**config.mk**
```make
export PLATFORM = sky130hd
export DESIGN_NAME = sbqmix_mac
export DESIGN_NICKNAME = d
export VERILOG_FILES = /design/src/rtl/sbqmix_pkg.sv /design/src/rtl/sbqmix_mac.sv
export SDC_FILE = /design/constraint.sdc
export NUM_CORES = 2
export LEC_CHECK = 0
export BUFFER_PORTS_ARGS = -buffer_cell sky130_fd_sc_hd__buf_2
export CELL_PAD_IN_SITES_DETAIL_PLACEMENT = 1
export CELL_PAD_IN_SITES_GLOBAL_PLACEMENT = 1
export CORE_ASPECT_RATIO = 1.4
export CORE_MARGIN = 2
export CORE_UTILIZATION = 45
export DETAILED_ROUTE_END_ITERATION = 16
export MAX_ROUTING_LAYER = met4
export PLACE_DENSITY_LB_ADDON = 0.08
export SYNTH_ARGS = -nofsm -noshare
export SYNTH_HDL_FRONTEND = slang
export SYNTH_SLANG_ARGS = --single-unit
export TNS_END_PERCENT = 5
```
**constraint.sdc**
```tcl
create_clock -name clk -period 11.9 [get_ports clk]
set_clock_uncertainty 0.2 [all_clocks]
set_input_delay 1.19 -clock clk [delete_from_list [all_inputs] [get_ports clk]]
set_output_delay 1.19 -clock clk [all_outputs]
set_load 0.05 [all_outputs]
```
**src/rtl/sbqmix_pkg.sv**
```systemverilog
// ----------------------------------------------------------------------------
// sbqmix_pkg
// Shared types and constants of the stereo biquad cascade with dry/wet mix.
// ----------------------------------------------------------------------------
package sbqmix_pkg;

    localparam int SAMPLE_W = 24;
    localparam int WORD_W   = 32;
    localparam int OPND_W   = 33;   // multiplier operand, signed
    localparam int PROD_W   = 66;
    localparam int ACC_W    = 68;
    localparam int LEN_W    = 16;
    localparam int QUOT_W   = 34;   // signed quotient

    localparam logic [1:0] OP_SAMPLE = 2'd0;
    localparam logic [1:0] OP_LOAD   = 2'd1;
    localparam logic [1:0] OP_BEGIN  = 2'd2;

    localparam logic [2:0] SLOT_B0 = 3'd0;
    localparam logic [2:0] SLOT_B1 = 3'd1;
    localparam logic [2:0] SLOT_B2 = 3'd2;
    localparam logic [2:0] SLOT_A1 = 3'd3;
    localparam logic [2:0] SLOT_A2 = 3'd4;
    localparam int         SLOTS   = 5;

    localparam logic CFG_PREAMP   = 1'b0;
    localparam logic CFG_SECTIONS = 1'b1;

    typedef struct packed {
        logic                     mul_en;
        logic signed [OPND_W-1:0] a;
        logic signed [OPND_W-1:0] b;
        logic                     acc_clr;
        logic                     acc_en;
        logic                     acc_neg;
    } mac_req_t;

    typedef struct packed {
        logic                     start;
        logic signed [OPND_W-1:0] dividend;
        logic [LEN_W-1:0]         divisor;
    } div_req_t;

    typedef struct packed {
        logic                     busy;
        logic                     done;
        logic signed [QUOT_W-1:0] quotient;
    } div_rsp_t;

endpackage

```
**src/rtl/sbqmix_mac.sv**
```systemverilog
// ----------------------------------------------------------------------------
// sbqmix_mac
// Shared 33x33 signed multiplier with registered product and a tap
// accumulator that adds floor(+/-product / 4).
// ----------------------------------------------------------------------------
module sbqmix_mac
(
    input  logic                                   clk,
    input  sbqmix_pkg::mac_req_t                   req,
    output logic signed [sbqmix_pkg::PROD_W-1:0]   prod,
    output logic signed [sbqmix_pkg::ACC_W-1:0]    acc
);

    logic signed [sbqmix_pkg::PROD_W-1:0] prod_reg;
    logic signed [sbqmix_pkg::ACC_W-1:0]  acc_reg;
    logic signed [sbqmix_pkg::ACC_W-1:0]  prod_ext;
    logic signed [sbqmix_pkg::ACC_W-1:0]  term;

    assign prod_ext = sbqmix_pkg::ACC_W'(prod_reg);
    assign term     = (req.acc_neg ? -prod_ext : prod_ext) >>> 2;

    always_ff @(posedge clk)
    begin
        if (req.mul_en)
        begin
            prod_reg <= req.a * req.b;
        end
        if (req.acc_clr)
        begin
            acc_reg <= '0;
        end
        else if (req.acc_en)
        begin
            acc_reg <= acc_reg + term;
        end
    end

    assign prod = prod_reg;
    assign acc  = acc_reg;

endmodule

```
==> impl_metrics.toml <==
[critical_path]
r2r_start = "prod[3]"
cp_max_fo = 33
ff2ff_setup_slack_ps = 4430
reg2reg_to = "acc[64]"
max_stage_delay_ps = 940
cpMaxStageDelayCell = "fa_1"
crit_chain = "buf_2 -> and2_1 -> fa_1 -> fa_1 -> fa_1 -> fa_1 -> fa_1 -> fa_1 -> fa_1 -> inv_1 -> fa_1 -> inv_1 -> ha_1 -> nand2_1 -> inv_1 -> and4_1 -> nand2_1 -> a211oi_1 -> o21ai_0 -> o311ai_0 -> nand3_1 -> o311a_1 -> xnor2_1"
startpoint_type = "primary input"
critPathKind = "in2reg"
crit_end = "prod[58]"
cp_common_cell = "fa_1"
cp.required_ps = 11900
arrival_ps = 9880
startpoint = "req[4]"
rr_worst_depth = 20
cp-end-kind = "register"

[die]
initial_core_util = 0.452
die_area_um2 = 110000
pin_count = 205
std_cell_rows = 142
core_area_um2 = 107000
dieHeight_um = 391
die_w_um = 281

[synth]
synth_nets = 6764
ys_warn_count = 0
synthFlopType = "dfxtp_1"
synth_area_um2 = 48200
netlist_instances = 5263
synth-seq-cells = 134
async_flop_share = 0
synth-seq-area-share = 0.0694
avgSynthCellArea_um2 = 9.15
post_synth_num_cell_types = 70
synth_edf_count = 66

[cts]
clkTransAtPathRegs_ps = 60
root_buffer = "clkbuf_16"
cts_sinks = 134
cts_buffers = 17
cts_buffer_depth = 2
clk_latency_ps = 450
htreeDepth = 4
holdBufCountCts = 0
cts-resized-gates = 0
tritoncts = "yes"
postCtsSetupBuffers = 0

[global_routing]
use_met2 = 0.595
antenna_found_initial = 10
grt_start_max_net_pins = 67
use_met1 = 0.299
grt_pass1_wl_um = 245000
grt.met3_usage = 0.0250
grt.total_usage = 0.308
first_global_vias = 42258
globalRoute.totalOverflow = 0
grt.busiest_layer = "met2"

[cells_and_area]
finalNonFillerCells = 6656
layout-drive-gt1-share = 0.0527
layout.nets = 6767
syn2layout_area_growth_pct = 5.41
nFillCells = 12445
final_common_cell = "inv_1"
final_cell_mix = "1175 x inv_1, 1146 x fa_1, 632 x nand2_1"
largest_register_ff_count = 68

[timing]
fmax_mhz = 101
worst_pin_slew_ps = 1190
rsz0062_at_grt = "false"
setup_viol = 0
report.final.slew_viol_count = 0
finalCriticalPeriod_ps = 9880
fin_crit_sh = 0.830
max-slew-margin-rel = 0.209
hold_viol_final = 0
final.setup.tns_ps = 0

[routing]
drc_errors = 0
first_pass_iters = 5
wl_um = 159000
ant_nets = 0
wire_per_inst_um = 23.9
drt_iter0_markers = 1285
via_per_inst = 5.46
vias = 36331

[worst_hold_path]
worstHoldStart = "acc[40]"
hold_path_class = "reg2reg"

[place]
dp_hpwl_um = 130000
port_buffers = 204
gp_congestion = 0.910
placed_cells = 6615

[outcome]
run_status = "finished, final reports clean"

[job]
max_cap_violations = 0
==> cell usage after synthesis, types with 9 or more instances <==
master / instances / area share
dfxtp_1: 68 / 0.028
a21o_1: 76 / 0.012
xnor2_1: 163 / 0.030
or3_1: 21 / 0.0027
and3_1: 16 / 0.0021
a21oi_1: 138 / 0.014
mux2i_1: 48 / 0.010
or4_1: 9 / 0.0014
inv_1: 1175 / 0.092
nand3_1: 32 / 0.0033
ha_1: 284 / 0.074
nor4_1: 10 / 0.0013
o21bai_1: 21 / 0.0033
o211ai_1: 15 / 0.0023
nand4_1: 21 / 0.0027
nand2b_1: 20 / 0.0026
nor2b_1: 14 / 0.0018
clkbuf_1: 246 / 0.019
o21ai_0: 119 / 0.012
o31ai_1: 16 / 0.0025
nand2_1: 632 / 0.049
a31oi_1: 17 / 0.0022
nor2_1: 154 / 0.012
and2_1: 552 / 0.072
o21a_1: 11 / 0.0017
fa_1: 1146 / 0.48
edfxtp_1: 66 / 0.041
nor3_1: 26 / 0.0027
a211oi_1: 17 / 0.0026
xor2_1: 30 / 0.0055
==> worst min-delay path by stage <==
stage,endpoint,depth (start not counted)
after floorplan,acc[52],2
after global placement,acc[39],2
after CTS,acc[40],2
after detailed placement,acc[40],2
after global routing,acc[40],2
final,acc[40],2
==> final cells by class <==
| type | instances | area [um^2] | area share |
|---|---|---|---|
| diodes | 9 | 22.5 | 0.000443 |
| clock buffers | 17 | 425 | 0.00838 |
| clock inverters | 15 | 143 | 0.00281 |
| inverters | 1176 | 4410 | 0.0869 |
| multi-input cells | 3702 | 39500 | 0.777 |
| flip-flops and latches | 134 | 3340 | 0.0658 |
| well taps | 1368 | 1710 | 0.0337 |
| repair buffers | 235 | 1250 | 0.0247 |
==> logic make-up after synthesis <==
| family | after synthesis | share of synthesized area |
|---|---|---|
| compound gates | 502 | 0.0665 |
| fa+ha+maj | 1430 | 0.550 |
| buf+inv | 1427 | 0.111 |
| xor+xnor | 193 | 0.0351 |
| mux | 49 | 0.0102 |
| simple gates | 1528 | 0.158 |
| flops | 134 | 0.0694 |
==> per-stage QoR <==
step | setup slack (ps) | util | hold slack (ps) | area [um^2]
6_report | 2020 | 0.476 | 294 | 50800
3_5_place_dp | 1630 | 0.471 | 289 | 50200
4_1_cts | 2060 | 0.476 | 299 | 50800
3_3_place_gp | 1640 | 0.471 | 290 | 50200
5_1_grt | 1550 | 0.476 | 342 | 50800
2_1_floorplan | 2970 | - | 484 | 48200
==> per-layer routing <==
| metal | wire length, um | up-vias | share of wire |
|---|---|---|---|
| met5 | 0 | - | 0 |
| met4 | 10500 | 0 | 0.066 |
| met3 | 3490 | 403 | 0.022 |
| met2 | 92000 | 724 | 0.58 |
| met1 | 53300 | 19435 | 0.33 |
| li1 | - | 15769 | - |
==> critical path, delay by kind of cell <==
family | cells | cell delay (ps)
AO/OA/AOI/OAI | 4 | 1700
XOR/XNOR | 1 | 130
adder cells (fa/ha/maj) | 9 | 5000
buffers and inverters | 4 | 790
AND/OR/NAND/NOR | 5 | 1020
Power is not shown: default switching activity piles up to over one toggle a cycle in this logic, so the estimate is an artifact.
