[src/rtl/sbqmix_pkg.sv]
// ----------------------------------------------------------------------------
// sbqmix_pkg
// Shared types and constants of the stereo biquad cascade with dry/wet mix.
// ----------------------------------------------------------------------------
package sbqmix_pkg;

    localparam int SAMPLE_W = 24;
    localparam int WORD_W   = 32;
    localparam int OPND_W   = 33;   // multiplier operand, signed
    localparam int PROD_W   = 66;
    localparam int ACC_W    = 68;
    localparam int LEN_W    = 16;
    localparam int QUOT_W   = 34;   // signed quotient

    localparam logic [1:0] OP_SAMPLE = 2'd0;
    localparam logic [1:0] OP_LOAD   = 2'd1;
    localparam logic [1:0] OP_BEGIN  = 2'd2;

    localparam logic [2:0] SLOT_B0 = 3'd0;
    localparam logic [2:0] SLOT_B1 = 3'd1;
    localparam logic [2:0] SLOT_B2 = 3'd2;
    localparam logic [2:0] SLOT_A1 = 3'd3;
    localparam logic [2:0] SLOT_A2 = 3'd4;
    localparam int         SLOTS   = 5;

    localparam logic CFG_PREAMP   = 1'b0;
    localparam logic CFG_SECTIONS = 1'b1;

    typedef struct packed {
        logic                     mul_en;
        logic signed [OPND_W-1:0] a;
        logic signed [OPND_W-1:0] b;
        logic                     acc_clr;
        logic                     acc_en;
        logic                     acc_neg;
    } mac_req_t;

    typedef struct packed {
        logic                     start;
        logic signed [OPND_W-1:0] dividend;
        logic [LEN_W-1:0]         divisor;
    } div_req_t;

    typedef struct packed {
        logic                     busy;
        logic                     done;
        logic signed [QUOT_W-1:0] quotient;
    } div_rsp_t;

endpackage

[src/rtl/sbqmix_div.sv]
// ----------------------------------------------------------------------------
// sbqmix_div
// Restoring divider, one quotient bit per cycle: signed 33-bit dividend by
// unsigned 16-bit divisor, quotient truncated toward zero.
// ----------------------------------------------------------------------------
module sbqmix_div
(
    input  logic                 clk,
    input  logic                 rst_n,
    input  sbqmix_pkg::div_req_t req,
    output sbqmix_pkg::div_rsp_t rsp
);

    localparam int MAG_W = sbqmix_pkg::OPND_W;
    localparam int REM_W = sbqmix_pkg::LEN_W + 1;
    localparam int CNT_W = $clog2(MAG_W + 1);

    logic                          busy_reg;
    logic                          done_reg;
    logic [CNT_W-1:0]              cnt_reg;
    logic [REM_W-1:0]              rem_reg;
    logic [MAG_W-1:0]              quo_reg;
    logic                          neg_reg;
    logic [sbqmix_pkg::LEN_W-1:0]  dvs_reg;

    logic [REM_W-1:0]              rem_shift;
    logic [REM_W:0]                trial;
    logic                          take;
    logic signed [sbqmix_pkg::QUOT_W-1:0] mag_ext;

    assign rem_shift = {rem_reg[REM_W-2:0], quo_reg[MAG_W-1]};
    assign trial     = {1'b0, rem_shift} - {2'b00, dvs_reg};
    assign take      = !trial[REM_W];

    always_ff @(posedge clk or negedge rst_n)
    begin
        if (!rst_n)
        begin
            busy_reg <= 1'b0;
            done_reg <= 1'b0;
            cnt_reg  <= '0;
        end
        else
        begin
            done_reg <= 1'b0;
            if (req.start)
            begin
                busy_reg <= 1'b1;
                cnt_reg  <= CNT_W'(MAG_W);
            end
            else if (busy_reg)
            begin
                cnt_reg <= cnt_reg - 1'b1;
                if (cnt_reg == CNT_W'(1))
                begin
                    busy_reg <= 1'b0;
                    done_reg <= 1'b1;
                end
            end
        end
    end

    always_ff @(posedge clk)
    begin
        if (req.start)
        begin
            neg_reg <= req.dividend[MAG_W-1];
            quo_reg <= req.dividend[MAG_W-1] ? MAG_W'(-req.dividend) : MAG_W'(req.dividend);
            rem_reg <= '0;
            dvs_reg <= req.divisor;
        end
        else if (busy_reg)
        begin
            rem_reg <= take ? trial[REM_W-1:0] : rem_shift;
            quo_reg <= {quo_reg[MAG_W-2:0], take};
        end
    end

    assign mag_ext      = sbqmix_pkg::QUOT_W'(quo_reg);
    assign rsp.busy     = busy_reg;
    assign rsp.done     = done_reg;
    assign rsp.quotient = neg_reg ? -mag_ext : mag_ext;

endmodule

[config.mk]
export PLATFORM = sky130hd
export DESIGN_NAME = sbqmix_div
export DESIGN_NICKNAME = d
export VERILOG_FILES = /design/src/rtl/sbqmix_pkg.sv /design/src/rtl/sbqmix_div.sv
export SDC_FILE = /design/constraint.sdc
export NUM_CORES = 1
export LEC_CHECK = 0
export ABC_AREA = 1
export BUFFER_PORTS_ARGS = -buffer_cell sky130_fd_sc_hd__buf_2
export CAP_MARGIN = 10
export CORE_UTILIZATION = 59
export CTS_CLUSTER_SIZE = 40
export DETAILED_ROUTE_END_ITERATION = 8
export GPL_ROUTABILITY_DRIVEN = 0
export GPL_TIMING_DRIVEN = 0
export PLACE_DENSITY = 0.79
export SLEW_MARGIN = 20
export SYNTH_ARGS = -nofsm -noshare
export SYNTH_HDL_FRONTEND = slang
export SYNTH_SLANG_ARGS = --single-unit
[constraint.sdc]
create_clock -name clk -period 2.15 [get_ports clk]
set_input_delay 0.1075 -clock clk [delete_from_list [all_inputs] [get_ports clk]]
set_output_delay 0.1075 -clock clk [all_outputs]
set_load 0.01 [all_outputs]
==> metrics.md <==
| Metric | Value |
|---|---|
| H-tree levels | `3` |
| Reg-to-reg setup timing slack | `approximately 110 ps` |
| Dpl ws | `-120 ps` |
| # IOs | `a little under 90` |
| Reg-to-Reg End | `rem_reg[4]` |
| Clock Latency Late Sink | `around 370 ps` |
| Final period util | `1.05` |
| Crit path from | `quo_reg[0]` |
| Max reg flops | `33` |
| Row count | `36` |
| Cells after synthesis | `between 900 and 1000` |
| DRC viols | `0` |
| Pins over their slew limit | `0` |
| Critical Path End | `rsp[32]` |
| MaxCap Viol Count | `0` |
| Die Wd | `103 um` |
| Initial Util | `0.612` |
| Overall die area | `0.0106 mm2` |
| Via count | `6418` |
| Maximum clock rate | `~440 MHz` |
| Fin cells | `1189` |
| Post-DP HPWL | `12.2 mm` |
| Failing checks | `setup timing` |
| Mean Syn Cell Area | `about 6.7 um2` |
| Initial antenna violation count | `0` |
| DR pass1 iterations | `6` |
| Pin count of the biggest net entering global routing | `39` |
| Hold WC Path Type | `in2async` |
| Flip-flop and latch count after synthesis | `74` |
| Static Leak | `roughly 3.8 nW` |
| Worst Setup Path Type | `reg2out` |
| PnR worst setup slack | `-113 ps` |
| CTS tree | `yes` |
| CP Launch Type | `register` |
| DRT Wirelength | `between 15 and 20 mm` |
| Synth top area share | `0.249` |
| Post-synth EDFFs | `50` |
| ANT cells | `0` |
| Unrepaired setup endpoints after global routing | `yes` |
| Layout Skew | `6.53 ps` |
| Slew HR | `0.486` |
| FF+latch area | `~0.0020 mm2` |
| Crit Reg-Reg Startpoint | `quo_reg[32]` |
| Clock period minus worst slack | `about 2300 ps` |
| Detail Route Antenna Nets | `0` |
| Reg2Reg Depth | `11` |
| Warning count from the yosys run | `0` |
| Wire per inst | `about 14 um` |
| Via density | `5.40` |
| Total global routing overflow | `0` |
| Most common flop cell mapped by yosys | `edfxtp_1` |
| Area of the multi-input gates | `approximately 0.0036 mm2` |
| Part of the Yosys area used for sequential elements | `0.335` |
| Pwr dens | `~900 mW/mm2` |
| Clock tree sinks | `74` |
| Required time of the critical path | `between 2000 and 2500 ps` |
| Clock-pin slew on the worst setup and hold paths | `~80 ps` |
| Fillers | `approximately 830` |
| Share of post-route cells with drive strength above 1 | `0.189` |
| Layout net count | `~1100` |
| Top cells by area, synth | `edfxtp_1 25%, nand2_1 17%, inv_1 8.3%` |
| First-pass GRT wire length | `~25 mm` |
| I/O Buffers | `87` |
| Maximum fanout along the worst path | `4` |
| Worst slew pin tran | `roughly 770 ps` |
| CTS buffer count | `9` |
| Clock Tree Buf Depth | `2` |
| Yosys cell types | `38` |
| Die Y | `about 100 um` |
| Final setup violation count | `13` |
| Core area | `between 0.009 and 0.01 mm2` |
| Synth async-reset ratio | `0.108` |
| Number of global-route vias before repair | `roughly 5300` |
| Starting DRT DRC Count | `slightly above 500` |
| GRT Util Overall | `0.316` |
| Area growth from synthesis to final layout | `22.6%` |
| Mapped cell area | `around 0.006 mm2` |
| Status | `finished, violations left` |
| Hold Vio Cnt, Final | `0` |
| Root Driver | `clkbuf_8` |
| DP Cell Count | `1123` |
| Synth area leader | `edfxtp_1` |
| CP endpoint kind | `output port` |
| Maximum vdd ir drop | `0.648 mV` |
| Worst EP arrival | `roughly 2200 ps` |
| Post-Syn Nets | `976` |
==> worst max-delay path: stages (launching register included) <==
cell,delay (ps)
edfxtp_1,410
inv_2,130
ha_4,150
nand4_1,190
nor2_2,190
buf_4,140
nand2_1,60
nor2_2,90
xor2_1,150
nand2_1,60
nand2_1,90
buf_6,100
==> through the flow <==
stage	total power, mW	area (um2)	hold slack, ps	TNS (ps)	utilization
finish	6.66	7400	106	-692	0.751
CTS	6.33	7130	89.1	0	0.723
detailed placement	5.21	6640	-39.4	-627	0.673
global placement	5.16	6640	-39.9	-16750	0.673
floorplan	4.39	6040	-188	0	-
global route	7.15	7400	105	-2800	0.751
==> layout by cell type (no fill, tap or decap), types with 9 or more instances in the layout <==
cell type / n
o21ai_0: 48
buf_2: 87
dfxtp_1: 16
dlygate4sd3_1: 18
nor2_1: 76
nand2_1: 268
buf_4: 36
nand3b_1: 9
nand3_1: 94
xor2_1: 41
nand2_2: 9
nor3_1: 13
inv_1: 127
edfxtp_1: 50
ha_1: 18
clkbuf_1: 14
nor2_2: 13
nand4_1: 17
clkbuf_8: 10
a21oi_1: 15
==> report_power, final <==
group / total (mW) / internal (mW) / switching, mW
Sequential: 2.12 / 1.85 / 0.267
Clock: 1.01 / 0.450 / 0.562
Combinational: 3.53 / 1.41 / 2.11
Total: 6.66 / 3.72 / 2.94
==> kinds of logic (layout without fill, tap and decap cells) <==
| logic type | after synthesis | after routing | synth area share |
|---|---|---|---|
| AND/OR/NAND/NOR | 520 | 520 | 0.373 |
| buffers and inverters | 157 | 310 | 0.102 |
| AO/OA/AOI/OAI | 83 | 83 | 0.0758 |
| flip-flops | 74 | 74 | 0.335 |
| XOR/XNOR | 48 | 48 | 0.0696 |
| adder cells (fa/ha/maj) | 21 | 21 | 0.0448 |
==> worst min path at each step <==
stage,from,cells past startpoint,end
after floorplan,rst_n,0,busy_reg
after global placement,rst_n,1,cnt_reg[0]
after detailed placement,rst_n,1,done_reg
after CTS,rst_n,2,cnt_reg[2]
after global routing,rst_n,2,cnt_reg[1]
final,rst_n,2,cnt_reg[1]
==> cell usage after synthesis, types with 2 or more instances <==
| cell | number |
|---|---|
| a21oi_1 | 16 |
| a31oi_1 | 2 |
| and2_1 | 3 |
| buf_4 | 5 |
| clkbuf_1 | 16 |
| dfrtp_1 | 8 |
| dfxtp_1 | 16 |
| edfxtp_1 | 50 |
| ha_1 | 20 |
| inv_1 | 133 |
| nand2_1 | 276 |
| nand2_4 | 2 |
| nand3_1 | 99 |
| nand3_2 | 4 |
| nand3b_1 | 9 |
| nand4_1 | 17 |
| nor2_1 | 87 |
| nor2_2 | 4 |
| nor3_1 | 15 |
| o211ai_1 | 2 |
| o21ai_0 | 53 |
| o21ai_1 | 3 |
| o21bai_1 | 2 |
| xnor2_1 | 7 |
| xor2_1 | 41 |
==> final cells by class <==
type	instances	share of cell area
plain buffers	23	0.0157
clock buffers	10	0.0186
clock inverters	6	0.00541
inverters	134	0.0679
multi-input cells	672	0.480
flip-flops and latches	74	0.273
well taps	133	0.0225
repair buffers	137	0.117
==> layer usage <==
| layer | track usage | share of wire | vias to the layer above |
|---|---|---|---|
| li1 | - | - | 3195 |
| met5 | 0 | 0 | - |
| met3 | 0.0644 | 0.11 | 32 |
| met1 | 0.481 | 0.45 | 2858 |
| met4 | 0.0748 | 0.018 | 0 |
| met2 | 0.456 | 0.42 | 333 |
==> what timing repair did <==
| item | CTS | global route |
|---|---|---|
| gates resized for setup | 14 | 41 |
| buffers inserted | 11 | 21 |
| pin swaps | 4 | 6 |
| hold buffers | 18 | 0 |
| endpoints found under the setup margin | 23 | 34 |
| cloned | 0 | 0 |
| endpoints found under the hold margin | 25 | 0 |
(Power assumes the default switching activity.)
